### src/rtl/lfu_pkg.sv
// ----------------------------------------------------------------------------
// lfu_pkg
// Shared constants and types for the LFU page replacement block.
// ----------------------------------------------------------------------------
package lfu_pkg;

   localparam int MAX_FRAMES = 8;
   localparam int PAGE_COUNT = 64;

   localparam int FRAME_W  = (MAX_FRAMES > 1) ? $clog2(MAX_FRAMES) : 1;
   localparam int NFRAME_W = FRAME_W + 1;
   localparam int PAGE_W   = (PAGE_COUNT > 1) ? $clog2(PAGE_COUNT) : 1;

   localparam int IN_PAGE_W  = 6;
   localparam int OUT_SLOT_W = 3;
   localparam int OUT_PAGE_W = 6;
   localparam int HIT_W      = 16;
   localparam int COUNT_W    = 16;
   localparam int STAMP_W    = 32;
   localparam int NUM_W      = 4;

   localparam int CSR_DATA_W = 32;
   localparam int CSR_ADDR_W = 3;

   localparam logic [NUM_W-1:0] NUM_FRAMES_RESET = NUM_W'(8);

   typedef enum logic [0:0] {
      REG_NUM_FRAMES = 1'b0
   } reg_index_type;

   typedef struct packed {
      logic               act;
      logic [COUNT_W-1:0] count;
      logic [STAMP_W-1:0] stamp;
   } cand_type;

endpackage

### src/rtl/lfu_req_if.sv
// ----------------------------------------------------------------------------
// lfu_req_if
// Page reference channel: valid/ready handshake with one page number.
// ----------------------------------------------------------------------------
interface lfu_req_if;
   logic                         valid;
   logic                         ready;
   logic [lfu_pkg::IN_PAGE_W-1:0] page;

   modport source (output valid, output page, input ready);
   modport sink   (input valid, input page, output ready);
endinterface

### src/rtl/lfu_rsp_if.sv
// ----------------------------------------------------------------------------
// lfu_rsp_if
// Result channel: valid/ready handshake with hit, slot and eviction info.
// ----------------------------------------------------------------------------
interface lfu_rsp_if;
   logic                           valid;
   logic                           ready;
   logic                           hit;
   logic [lfu_pkg::OUT_SLOT_W-1:0] slot;
   logic                           evicted_valid;
   logic [lfu_pkg::OUT_PAGE_W-1:0] evicted_page;
   logic [lfu_pkg::HIT_W-1:0]      hit_total;

   modport source (output valid, output hit, output slot, output evicted_valid,
                   output evicted_page, output hit_total, input ready);
   modport sink   (input valid, input hit, input slot, input evicted_valid,
                   input evicted_page, input hit_total, output ready);
endinterface

### src/rtl/lfu_victim.sv
// ----------------------------------------------------------------------------
// lfu_victim
// Min-select tree: least use count, then oldest stamp, then lowest index.
// ----------------------------------------------------------------------------
module lfu_victim (
   input  lfu_pkg::cand_type              cand [lfu_pkg::MAX_FRAMES],
   output logic [lfu_pkg::FRAME_W-1:0]    victim
);

   localparam int LEVELS = lfu_pkg::FRAME_W;
   localparam int LEAVES = 1 << LEVELS;

   lfu_pkg::cand_type          node     [LEVELS+1][LEAVES];
   logic [lfu_pkg::FRAME_W-1:0] node_idx [LEVELS+1][LEAVES];

   always_comb begin
      lfu_pkg::cand_type a;
      lfu_pkg::cand_type b;
      logic              take_b;
      a      = '0;
      b      = '0;
      take_b = 1'b0;
      for (int l = 0; l <= LEVELS; l++) begin
         for (int i = 0; i < LEAVES; i++) begin
            node[l][i]     = '0;
            node_idx[l][i] = '0;
         end
      end
      for (int k = 0; k < LEAVES; k++) begin
         if (k < lfu_pkg::MAX_FRAMES) begin
            node[0][k] = cand[k];
         end
         node_idx[0][k] = lfu_pkg::FRAME_W'(k);
      end
      for (int l = 0; l < LEVELS; l++) begin
         for (int i = 0; i < (LEAVES >> (l + 1)); i++) begin
            a = node[l][2*i];
            b = node[l][2*i+1];
            // lower index wins on a full tie
            take_b = b.act && (!a.act || (b.count < a.count) ||
                     ((b.count == a.count) && (b.stamp < a.stamp)));
            node[l+1][i]     = take_b ? b : a;
            node_idx[l+1][i] = take_b ? node_idx[l][2*i+1] : node_idx[l][2*i];
         end
      end
   end

   assign victim = node_idx[LEVELS][0];

endmodule

### src/rtl/lfu_page_replacement.sv
// ----------------------------------------------------------------------------
// lfu_page_replacement
// LFU page replacement with LRU tie-break over a small resident frame set.
// ----------------------------------------------------------------------------
// Usage:
//   req_port carries one page number per word; rsp_port returns one word per
//   reference: hit, slot holding the page, evicted page if any, hit total.
//   csr_* is an APB-style port; num_frames sits at byte address 0.
// Timing:
//   A reference lands in an input register, the frame match and victim tree
//   run on it combinationally, and the result register is loaded when the
//   input stage advances (result register empty or rsp_port.ready high).
//   One reference per cycle sustained while rsp_port.ready stays high; the limit
//   is the combinational match plus min-select tree over the frames.
// Reset:
//   All frames empty, counts, stamps, reference clock and hit total zero,
//   num_frames = 8.
// Stall:
//   With a result waiting and rsp_port.ready low the result register holds;
//   one more reference may sit in the input register, after which req_port.ready drops.
//   Pages are taken modulo PAGE_COUNT (a power of two).
// ----------------------------------------------------------------------------
module lfu_page_replacement (
   input  logic                              clock,
   input  logic                              reset,
   lfu_req_if.sink                           req_port,
   lfu_rsp_if.source                         rsp_port,
   input  logic                              csr_psel,
   input  logic                              csr_penable,
   input  logic                              csr_pwrite,
   input  logic [lfu_pkg::CSR_ADDR_W-1:0]    csr_paddr,
   input  logic [lfu_pkg::CSR_DATA_W-1:0]    csr_pwdata,
   output logic [lfu_pkg::CSR_DATA_W-1:0]    csr_prdata,
   output logic                              csr_pready
);

   localparam int MAXF = lfu_pkg::MAX_FRAMES;

   // configuration
   logic [lfu_pkg::NUM_W-1:0] num_frames_ff;
   logic                      csr_hit_reg;
   logic                      csr_wr;

   // input stage
   logic                         s1_valid_ff;
   logic [lfu_pkg::IN_PAGE_W-1:0] s1_page_ff;
   logic                         s1_adv;
   logic                         s1_fire;

   // frame table
   logic                          frame_valid_ff [MAXF];
   logic [lfu_pkg::PAGE_W-1:0]    frame_page_ff  [MAXF];
   logic [lfu_pkg::COUNT_W-1:0]   use_count_ff   [MAXF];
   logic [lfu_pkg::STAMP_W-1:0]   last_use_ff    [MAXF];
   logic [lfu_pkg::STAMP_W-1:0]   ref_clock_ff;
   logic [lfu_pkg::HIT_W-1:0]     hit_cnt_ff;
   logic [lfu_pkg::HIT_W-1:0]     hit_cnt_in;

   // lookup
   logic [lfu_pkg::NFRAME_W-1:0]  n_eff;
   logic [lfu_pkg::PAGE_W-1:0]    pg;
   logic                          active [MAXF];
   logic                          found_any;
   logic [lfu_pkg::FRAME_W-1:0]   found_idx;
   logic                          empty_any;
   logic [lfu_pkg::FRAME_W-1:0]   empty_idx;
   logic [lfu_pkg::FRAME_W-1:0]   victim;
   logic [lfu_pkg::FRAME_W-1:0]   slot;
   lfu_pkg::cand_type             cand [MAXF];

   // result register
   logic                           out_valid_ff;
   logic                           out_hit_ff;
   logic [lfu_pkg::OUT_SLOT_W-1:0] out_slot_ff;
   logic                           out_ev_valid_ff;
   logic [lfu_pkg::OUT_PAGE_W-1:0] out_ev_page_ff;
   logic [lfu_pkg::HIT_W-1:0]      out_hit_total_ff;

   // ------------------------------------------------------------------------
   // CSR port
   // ------------------------------------------------------------------------
   assign csr_hit_reg = (csr_paddr[lfu_pkg::CSR_ADDR_W-1] ==
                         lfu_pkg::REG_NUM_FRAMES);
   assign csr_wr      = csr_psel && csr_penable && csr_pwrite && csr_pready;
   assign csr_pready  = 1'b1;
   assign csr_prdata  = csr_hit_reg ? lfu_pkg::CSR_DATA_W'(num_frames_ff) : '0;

   always_ff @(posedge clock) begin
      if (reset) begin
         num_frames_ff <= lfu_pkg::NUM_FRAMES_RESET;
      end else if (csr_wr && csr_hit_reg) begin
         num_frames_ff <= csr_pwdata[lfu_pkg::NUM_W-1:0];
      end
   end

   // ------------------------------------------------------------------------
   // Handshake
   // ------------------------------------------------------------------------
   assign s1_adv         = !out_valid_ff || rsp_port.ready;
   assign s1_fire        = s1_valid_ff && s1_adv;
   assign req_port.ready = !s1_valid_ff || s1_adv;

   always_ff @(posedge clock) begin
      if (reset) begin
         s1_valid_ff <= 1'b0;
      end else if (req_port.ready) begin
         s1_valid_ff <= req_port.valid;
      end
   end

   always_ff @(posedge clock) begin
      if (req_port.ready && req_port.valid) begin
         s1_page_ff <= req_port.page;
      end
   end

   // ------------------------------------------------------------------------
   // Lookup
   // ------------------------------------------------------------------------
   always_comb begin
      if (num_frames_ff == '0) begin
         n_eff = lfu_pkg::NFRAME_W'(1);
      end else if (32'(num_frames_ff) > MAXF) begin
         n_eff = lfu_pkg::NFRAME_W'(MAXF);
      end else begin
         n_eff = lfu_pkg::NFRAME_W'(num_frames_ff);
      end
   end

   assign pg = lfu_pkg::PAGE_W'(s1_page_ff);

   always_comb begin
      found_any = 1'b0;
      found_idx = '0;
      empty_any = 1'b0;
      empty_idx = '0;
      for (int k = 0; k < MAXF; k++) begin
         active[k] = (lfu_pkg::NFRAME_W'(k) < n_eff);
         cand[k]   = '{act: active[k], count: use_count_ff[k], stamp: last_use_ff[k]};
         if (active[k] && frame_valid_ff[k] && (frame_page_ff[k] == pg) && !found_any) begin
            found_any = 1'b1;
            found_idx = lfu_pkg::FRAME_W'(k);
         end
         if (active[k] && !frame_valid_ff[k] && !empty_any) begin
            empty_any = 1'b1;
            empty_idx = lfu_pkg::FRAME_W'(k);
         end
      end
   end

   lfu_victim u_victim (
      .cand   (cand),
      .victim (victim)
   );

   assign slot = found_any ? found_idx : (empty_any ? empty_idx : victim);

   assign hit_cnt_in = (found_any && (hit_cnt_ff != '1)) ? hit_cnt_ff + 1'b1 : hit_cnt_ff;

   // ------------------------------------------------------------------------
   // Frame table update
   // ------------------------------------------------------------------------
   always_ff @(posedge clock) begin
      if (reset) begin
         for (int k = 0; k < MAXF; k++) begin
            frame_valid_ff[k] <= 1'b0;
            use_count_ff[k]   <= '0;
            last_use_ff[k]    <= '0;
         end
         ref_clock_ff <= '0;
         hit_cnt_ff   <= '0;
      end else if (s1_fire) begin
         for (int k = 0; k < MAXF; k++) begin
            if (slot == lfu_pkg::FRAME_W'(k)) begin
               last_use_ff[k] <= ref_clock_ff;
               if (found_any) begin
                  if (use_count_ff[k] != '1) begin
                     use_count_ff[k] <= use_count_ff[k] + 1'b1;
                  end
               end else begin
                  frame_valid_ff[k] <= 1'b1;
                  use_count_ff[k]   <= lfu_pkg::COUNT_W'(1);
               end
            end
         end
         if (ref_clock_ff != '1) begin
            ref_clock_ff <= ref_clock_ff + 1'b1;
         end
         hit_cnt_ff <= hit_cnt_in;
      end
   end

   always_ff @(posedge clock) begin
      if (s1_fire && !found_any) begin
         for (int k = 0; k < MAXF; k++) begin
            if (slot == lfu_pkg::FRAME_W'(k)) begin
               frame_page_ff[k] <= pg;
            end
         end
      end
   end

   // ------------------------------------------------------------------------
   // Result register
   // ------------------------------------------------------------------------
   always_ff @(posedge clock) begin
      if (reset) begin
         out_valid_ff <= 1'b0;
      end else if (s1_fire) begin
         out_valid_ff <= 1'b1;
      end else if (rsp_port.ready) begin
         out_valid_ff <= 1'b0;
      end
   end

   always_ff @(posedge clock) begin
      if (s1_fire) begin
         out_hit_ff       <= found_any;
         out_slot_ff      <= lfu_pkg::OUT_SLOT_W'(slot);
         out_ev_valid_ff  <= !found_any && !empty_any;
         out_ev_page_ff   <= (!found_any && !empty_any) ?
                             lfu_pkg::OUT_PAGE_W'(frame_page_ff[victim]) : '0;
         out_hit_total_ff <= hit_cnt_in;
      end
   end

   assign rsp_port.valid         = out_valid_ff;
   assign rsp_port.hit           = out_hit_ff;
   assign rsp_port.slot          = out_slot_ff;
   assign rsp_port.evicted_valid = out_ev_valid_ff;
   assign rsp_port.evicted_page  = out_ev_page_ff;
   assign rsp_port.hit_total     = out_hit_total_ff;

   // ------------------------------------------------------------------------
   // Assertions
   // ------------------------------------------------------------------------
   a_hit_total_mono: assert property (@(posedge clock) disable iff (reset)
      !$past(reset) |-> (hit_cnt_ff >= $past(hit_cnt_ff)))
      else $error("hit total decreased");

   a_slot_active: assert property (@(posedge clock) disable iff (reset)
      s1_fire |-> ({1'b0, slot} < n_eff))
      else $error("slot outside active frames");

   a_result_loaded: assert property (@(posedge clock) disable iff (reset)
      s1_fire |=> out_valid_ff)
      else $error("result register not loaded");

   a_hit_no_evict: assert property (@(posedge clock) disable iff (reset)
      (s1_fire && found_any) |=> !out_ev_valid_ff)
      else $error("eviction reported on hit");

endmodule
### src/flat_wrapper.sv
// flat-port wrapper written by rule: the top's interface ports become plain ports
module lfu_page_replacement_flat 
  (clock, reset, csr_psel, csr_penable, csr_pwrite, csr_paddr, csr_pwdata, csr_prdata, csr_pready, req_port_valid, req_port_page, req_port_ready, rsp_port_valid, rsp_port_hit, rsp_port_slot, rsp_port_evicted_valid, rsp_port_evicted_page, rsp_port_hit_total, rsp_port_ready);
  lfu_req_if req_port_i ();
  lfu_rsp_if rsp_port_i ();
  input  logic clock;
  input  logic reset;
  input  logic csr_psel;
  input  logic csr_penable;
  input  logic csr_pwrite;
  input  logic [lfu_pkg::CSR_ADDR_W-1:0] csr_paddr;
  input  logic [lfu_pkg::CSR_DATA_W-1:0] csr_pwdata;
  output logic [lfu_pkg::CSR_DATA_W-1:0] csr_prdata;
  output logic csr_pready;
  input wire logic [$bits(req_port_i.valid)-1:0] req_port_valid;
  input wire logic [$bits(req_port_i.page)-1:0] req_port_page;
  output wire logic [$bits(req_port_i.ready)-1:0] req_port_ready;
  output wire logic [$bits(rsp_port_i.valid)-1:0] rsp_port_valid;
  output wire logic [$bits(rsp_port_i.hit)-1:0] rsp_port_hit;
  output wire logic [$bits(rsp_port_i.slot)-1:0] rsp_port_slot;
  output wire logic [$bits(rsp_port_i.evicted_valid)-1:0] rsp_port_evicted_valid;
  output wire logic [$bits(rsp_port_i.evicted_page)-1:0] rsp_port_evicted_page;
  output wire logic [$bits(rsp_port_i.hit_total)-1:0] rsp_port_hit_total;
  input wire logic [$bits(rsp_port_i.ready)-1:0] rsp_port_ready;
  assign req_port_i.valid = req_port_valid;
  assign req_port_i.page = req_port_page;
  assign req_port_ready = req_port_i.ready;
  assign rsp_port_valid = rsp_port_i.valid;
  assign rsp_port_hit = rsp_port_i.hit;
  assign rsp_port_slot = rsp_port_i.slot;
  assign rsp_port_evicted_valid = rsp_port_i.evicted_valid;
  assign rsp_port_evicted_page = rsp_port_i.evicted_page;
  assign rsp_port_hit_total = rsp_port_i.hit_total;
  assign rsp_port_i.ready = rsp_port_ready;
  lfu_page_replacement u_core (.clock(clock), .reset(reset), .req_port(req_port_i), .rsp_port(rsp_port_i), .csr_psel(csr_psel), .csr_penable(csr_penable), .csr_pwrite(csr_pwrite), .csr_paddr(csr_paddr), .csr_pwdata(csr_pwdata), .csr_prdata(csr_prdata), .csr_pready(csr_pready));
endmodule
### config.mk
export PLATFORM = sky130hd
export DESIGN_NAME = lfu_page_replacement_flat
export DESIGN_NICKNAME = d
export VERILOG_FILES = /design/src/rtl/lfu_pkg.sv /design/src/rtl/lfu_req_if.sv /design/src/rtl/lfu_rsp_if.sv /design/src/rtl/lfu_victim.sv /design/src/rtl/lfu_page_replacement.sv /design/src/flat_wrapper.sv
export SDC_FILE = /design/constraint.sdc
export NUM_CORES = 2
export LEC_CHECK = 0
export BUFFER_PORTS_ARGS = -buffer_cell sky130_fd_sc_hd__buf_2
export CAP_MARGIN = 20
export CORE_ASPECT_RATIO = 0.7
export CORE_UTILIZATION = 55
export CTS_BUF_LIST = sky130_fd_sc_hd__clkbuf_8
export DETAILED_ROUTE_END_ITERATION = 7
export PLACE_DENSITY = 0.77
export SKIP_CTS_REPAIR_TIMING = 1
export SLEW_MARGIN = 20
export SYNTH_ARGS = -nofsm -noshare
export SYNTH_HDL_FRONTEND = slang
export SYNTH_SLANG_ARGS = --single-unit
### constraint.sdc
create_clock -name clock -period 13 [get_ports clock]
set_input_delay 2.6 -clock clock [delete_from_list [all_inputs] [get_ports clock]]
set_output_delay 2.6 -clock clock [all_outputs]
set_load 0.02 [all_outputs]
* Word level (Yosys, flattened, before mapping)
Memories as Yosys holds them, arrays and structs flattened. A register that Yosys moved wholly into a read port is not among the register bits.
Cells that the tools add are included.
** Operators by class
- $lt $le $gt $ge :: 23
- Equal/unequal tests :: 32
- Add/sub/neg operators :: 10
- Mux-type cells :: 235
- Bitwise gates (word level) :: 33
- Reduce and logical (&&, ||, !) cells :: 121
** Operators with widths (number)
- 2-to-1 mux 49 bit :: 6
- 2-to-1 mux 16 bit :: 17
- 2-to-1 mux 32 bit :: 8
- less-than comparator 32 bit :: 7
- 2-to-1 mux 1 bit :: 170
- adder 16 x 1 -> 16 bit, second input constant :: 9
- != test 16 bit, second input constant :: 9
- == test 16 bit :: 7
- less-than comparator 16 bit :: 7
- logical AND 1 bit :: 60
- 2-to-1 mux 3 bit :: 18
- == test 6 bit :: 8
- 2-to-1 mux 6 bit :: 7
- OR reduction 6 bit :: 7
- logical NOT 1 bit :: 34
- adder 32 x 1 -> 32 bit, second input constant :: 1
- != test 32 bit, second input constant :: 1
- bitwise OR 1 bit :: 32
- logical OR 1 bit :: 16
- less-than comparator 3 x 4 -> 1 bit, first input constant :: 4
- == test 3 bit, second input constant :: 4
- 2-to-1 mux 2 bit :: 6
- 2-to-1 mux 4 bit :: 3
- less-than comparator 1 x 4 -> 1 bit, first input constant :: 2
- 9 further kinds :: 11
** Word-level totals
- Bits of input ports :: 48
- Bits in registers :: 81
- Bits in writable memories :: 440
- Memories kept :: 4
- Logic and storage cells :: 468
- Output and inout port bits :: 62
** Memory list
- u_core.last_use_ff :: depth 8, bits a word 32, read ports 8, clocked after memory_dff 0, write ports 8, RTL line lfu_page_replacement.sv:54 : logic [lfu_pkg::STAMP_W-1:0] last_use_ff [MAXF];
- u_core.use_count_ff :: depth 8, bits a word 16, read ports 8, clocked after memory_dff 0, write ports 8, RTL line lfu_page_replacement.sv:53 : logic [lfu_pkg::COUNT_W-1:0] use_count_ff [MAXF];
- u_core.frame_page_ff :: depth 8, bits a word 6, read ports 9, clocked after memory_dff 1, write ports 1, RTL line lfu_page_replacement.sv:52 : logic [lfu_pkg::PAGE_W-1:0] frame_page_ff [MAXF];
- u_core.frame_valid_ff :: depth 8, bits a word 1, read ports 8, clocked after memory_dff 0, write ports 8, RTL line lfu_page_replacement.sv:51 : logic frame_valid_ff [MAXF];

* Longest topological paths before layout
- Word-level depth :: 41
- Gate-level depth with buffers :: 41
- Mapped depth without buffers :: 35

* Cells and area by module
Synthesis repeated with hierarchy kept, for this count alone.
** Unflattened totals
- Cells, all modules :: 3468
- Area total of the unflattened synthesis :: 34662.0 um^2
** By module, submodules not included
- lfu_page_replacement :: cells each 1869, instances 1, area each 23301.1 um^2, sequential area each 15234.6 um^2
- lfu_victim :: cells each 1599, instances 1, area each 11360.9 um^2, sequential area each 0.0 um^2

* Worst setup path after synthesis
Ideal clock, no wire load.
- Path kind :: register to register
- Start point :: mem u_core.last_use_ff[0][225] in the netlist's numbering
- End point :: mem u_core.last_use_ff[0][192] in the netlist's numbering (enable)
- Data required time :: 12.534 ns
- Path buffers :: 4
- Arrival :: 10.332 ns
- Path slack :: 2.202 ns
- Stages on the path, launching flop included :: 34
- Period minus slack after synthesis :: 10.798 ns
- Cells stage by stage :: edfxtp_1 -> ha_1 -> a2111o_1 -> a311o_1 -> o311a_1 -> o31ai_4 -> clkbuf_1 -> clkbuf_1 -> o21a_1 -> inv_1 -> ha_1 -> a21o_1 -> a211oi_1 -> o21ai_0 -> a221oi_1 -> nor3b_1 -> mux2i_1 -> o21ai_2 -> buf_1 -> buf_1 -> mux2i_1 -> ha_1 -> a21o_1 -> a21o_1 -> a21oi_1 -> o21ai_0 -> a21oi_1 -> o2111ai_1 -> a41o_1 -> o21ai_1 -> a31oi_1 -> nor3_2 -> nand2_1 -> o21ai_0
** RTL lines (RTL line)
- start: declaration :: lfu_page_replacement.sv:54

==> results.py <==
metrics = {
    "floorplanning": {
        "die_area_um2": 63300,
        "die_width_um": 300,
        "num_io_pins": 110,
        "fp.dieH_um": 211,
        "coreArea_um2": 61500,
        "initial_util": 0.556,
        "placementRows": 76,
    },
    "final_layout": {
        "final_util": 0.601,
        "final_cell_count_no_fill": 4389,
        "antennaDiodeCount": 0,
        "multiInputGateArea_um2": 17300,
        "layout.cells.most_common": "sky130_fd_sc_hd__edfxtp_1",
        "net_count_of_the_finished_layout": 3886,
        "highest_count_cells_in_the_layout_ignoring_fill_and_taps": "468 x sky130_fd_sc_hd__edfxtp_1, 402 x sky130_fd_sc_hd__nor2_1, 339 x sky130_fd_sc_hd__ha_1, 318 x sky130_fd_sc_hd__inv_1, 233 x sky130_fd_sc_hd__nand2_1",
        "synthToLayoutAreaGrowth_pct": 8.01,
        "sequential_cell_area_um2": 15200,
        "fillerInstances": 5017,
        "layout-drive-gt1-share": 0.0852,
    },
    "setup_path": {
        "worst_path_largest_cell_delay_ps": 890,
        "critPathRequiredTime_ps": 13330,
        "critical_path.endpoint_type": "flip-flop",
        "worst-path-max-fanout": 51,
        "worstPathArrival_ps": 12740,
        "crit_path_start_kind": "flip-flop",
        "crit_type": "reg2reg",
        "crit_path_top_delay_cell": "sky130_fd_sc_hd__nor4b_1",
    },
    "logic_synthesis": {
        "main_area_contributors_after_synthesis": "sky130_fd_sc_hd__edfxtp_1 41%, sky130_fd_sc_hd__ha_1 12%, sky130_fd_sc_hd__nor2_1 4.4%, sky130_fd_sc_hd__dfxtp_1 3.5%, sky130_fd_sc_hd__xnor2_1 3.3%",
        "synthesis.area_um2": 34200,
        "yosysWarnings": 0,
        "sequential_cell_area_fraction_in_the_yosys_report": 0.445,
        "post_synthesis_mean_instance_area_um2": 9.91,
        "synth_area_leader_cell": "sky130_fd_sc_hd__edfxtp_1",
        "synthFlopType": "sky130_fd_sc_hd__edfxtp_1",
        "asyncSetResetFlopFracSynth": 0,
        "yosysTopAreaCellShare": 0.411,
        "post_synth_num_cell_types": 84,
        "synth_enable_flop_cells": 468,
        "netlist_instances": 3454,
        "number_of_synthesized_register_bits": 527,
    },
    "power_and_ir_drop": {
        "combinationalPowerShare": 0.245,
        "power.net_switching_w": 0.00143,
        "pwr_density_cell_nw_per_um2": 122,
        "seqPwrFrac": 0.437,
        "power.share.clock": 0.319,
        "static_leakage_nw": 15.0,
        "share_of_total_power_consumed_by_net_switching": 0.317,
        "internal-power_w": 0.00307,
        "vdd_ir_drop_max_mv": 0.0875,
    },
    "sta": {
        "setup_viol_count_final": 0,
        "report.final.slew_viol_count": 0,
        "slew-limit-headroom": 0.280,
        "worst_clock_skew_ps": 59.0,
        "tns_ps": 0,
        "grt_setup_unrepaired": "no",
        "worst_slack_ps": 586,
        "timing.final.hold_violations": 0,
        "clock.fmax_mhz": 80.6,
        "holdWs_ps": 488,
        "final.min_clock_period_ps": 12410,
        "tightest_slew_ps": 1070,
        "final.period_utilization": 0.955,
    },
    "placed_design": {
        "hpwlAfterDp_mm": 64.8,
        "gpl.final_weighted_congestion": 0.952,
        "dp_slack_ps": 968,
        "placed_cells": 4230,
        "placement.io_buffers": 50,
    },
    "worst_hold_path": {
        "holdCritPathClass": "reg2reg",
    },
    "run": {
        "maxCapViolCount": 0,
    },
    "cts": {
        "worst_setup_hold_path_clk_slew_ps": 60,
        "cts_max_path_buffers": 3,
        "cts.sinks": 527,
        "cts_tree": "yes",
        "htreeDepth": 3,
        "cts_inserted_buffers": 85,
        "clock_latency_ps": 710,
        "clockRootBuffer": "sky130_fd_sc_hd__clkbuf_8",
    },
    "detailed_routing": {
        "routed_wl_mm": 88.1,
        "drt_iter0_markers": 3347,
        "post_drt_wl_per_cell_um": 20.1,
        "detail_route.first_pass.iterations": 6,
        "drc": 0,
        "route.vias.total": 26300,
        "viasPerCell": 6.00,
        "antenna_left": 0,
    },
    "global_route": {
        "grt_remaining_overflow": 0,
        "antenna_found_initial": 0,
        "grt_pass1_vias": 24100,
        "wire_length_of_the_first_global_routing_pass_mm": 136,
        "tot_gr_track_use": 0.278,
        "grt_start_max_net_pins": 97,
    },
    "outcome": {
        "outcome": "finished, final reports clean",
    },
}
## Yosys cell counts, types with 48 or more instances
| cell | instances |
|---|---|
| sky130_fd_sc_hd__nor2_1 | 402 |
| sky130_fd_sc_hd__edfxtp_1 | 468 |
| sky130_fd_sc_hd__o31ai_1 | 48 |
| sky130_fd_sc_hd__nand3_1 | 97 |
| sky130_fd_sc_hd__xnor2_1 | 128 |
| sky130_fd_sc_hd__inv_1 | 292 |
| sky130_fd_sc_hd__nand4_1 | 93 |
| sky130_fd_sc_hd__a21oi_1 | 163 |
| sky130_fd_sc_hd__nand2_1 | 234 |
| sky130_fd_sc_hd__o21a_1 | 75 |
| sky130_fd_sc_hd__nor3_1 | 107 |
| sky130_fd_sc_hd__clkbuf_1 | 107 |
| sky130_fd_sc_hd__mux2_2 | 50 |
| sky130_fd_sc_hd__o21ai_0 | 144 |
| sky130_fd_sc_hd__dfxtp_1 | 59 |
| sky130_fd_sc_hd__ha_1 | 339 |
| sky130_fd_sc_hd__and3_1 | 82 |
| sky130_fd_sc_hd__mux2i_1 | 100 |
| sky130_fd_sc_hd__xor2_1 | 83 |
## stage by stage
stage          power [W]  cell area [um^2]
2_1_floorplan    0.00276             34300
3_3_place_gp     0.00302             35300
3_5_place_dp     0.00305             35300
4_1_cts          0.00447             36900
5_1_grt          0.00469             37000
6_report         0.00449             37000
## worst max-delay path, delay by kind of cell, from the launching register on
family,cells,cell delay [ps]
AO/OA/AOI/OAI,11,4130
adder cells (fa/ha/maj),3,910
buffers and inverters,3,1040
flip-flops,1,480
multiplexers,1,370
AND/OR/NAND/NOR,13,5010
## power groups by stage
| stage | Clock [W] | Combinational, W | Sequential (W) |
|---|---|---|---|
| after floorplan | 0 | 0.000781 | 0.00198 |
| after global placement | 0 | 0.00103 | 0.00199 |
| after detailed placement | 0 | 0.00106 | 0.00200 |
| after CTS | 0.00144 | 0.00107 | 0.00196 |
| after global routing | 0.00151 | 0.00121 | 0.00197 |
| final | 0.00143 | 0.00110 | 0.00196 |
## area by class of cell
class,instances,area share
clock buffers,100,0.0372
flip-flops and latches,527,0.412
repair buffers,100,0.0175
multi-input cells,2490,0.467
clock inverters,58,0.00805
well taps,819,0.0277
inverters,295,0.0299
## final timing paths
kind	start	end	slack, ps	depth (start not counted)
worst min register to register	u_core.hit_cnt_ff[12]$_SDFFE_PP0P_	u_core.hit_cnt_ff[12]$_SDFFE_PP0P_	490	2
worst max register to register	u_core.use_count_ff[0][61]$_SDFFCE_PP0P_	u_core.last_use_ff[0][136]$_SDFFCE_PN0P_	590	31
worst max-delay path	u_core.use_count_ff[0][61]$_SDFFCE_PP0P_	u_core.last_use_ff[0][136]$_SDFFCE_PN0P_	590	31
worst min-delay path	u_core.hit_cnt_ff[12]$_SDFFE_PP0P_	u_core.hit_cnt_ff[12]$_SDFFE_PP0P_	490	2
## sequential cells by signal, summed over array words and instances, names as in the netlist
register                       count
u_core.frame_valid_ff              8
u_core.ref_clock_ff               32
u_core.rsp_port.hit_total         16
u_core.rsp_port.hit                1
u_core.num_frames_ff               4
u_core.last_use_ff               256
u_core.rsp_port.evicted_page       6
u_core.use_count_ff              128
u_core.rsp_port.evicted_valid      1
u_core.s1_valid_ff                 1
u_core.hit_cnt_ff                 16
u_core.frame_page_ff              48
u_core.rsp_port.valid              1
u_core.rsp_port.slot               3
u_core.pg                          6
## cells by family after synthesis
logic type,after synthesis,synth area share
other cells,2,0.000219
xor+xnor,211,0.0540
flops,527,0.445
buf+inv,464,0.0551
mux,151,0.0460
compound gates,580,0.108
fa+ha+maj,339,0.124
simple gates,1180,0.168
## layer usage
metal,routed length (um),share of wire,global-route usage
met1,41100,0.47,0.442
met2,34100,0.39,0.364
met3,11300,0.13,0.0751
met4,1670,0.019,0.0684
met5,0,0,0
Power figures use the tool's default switching activity.
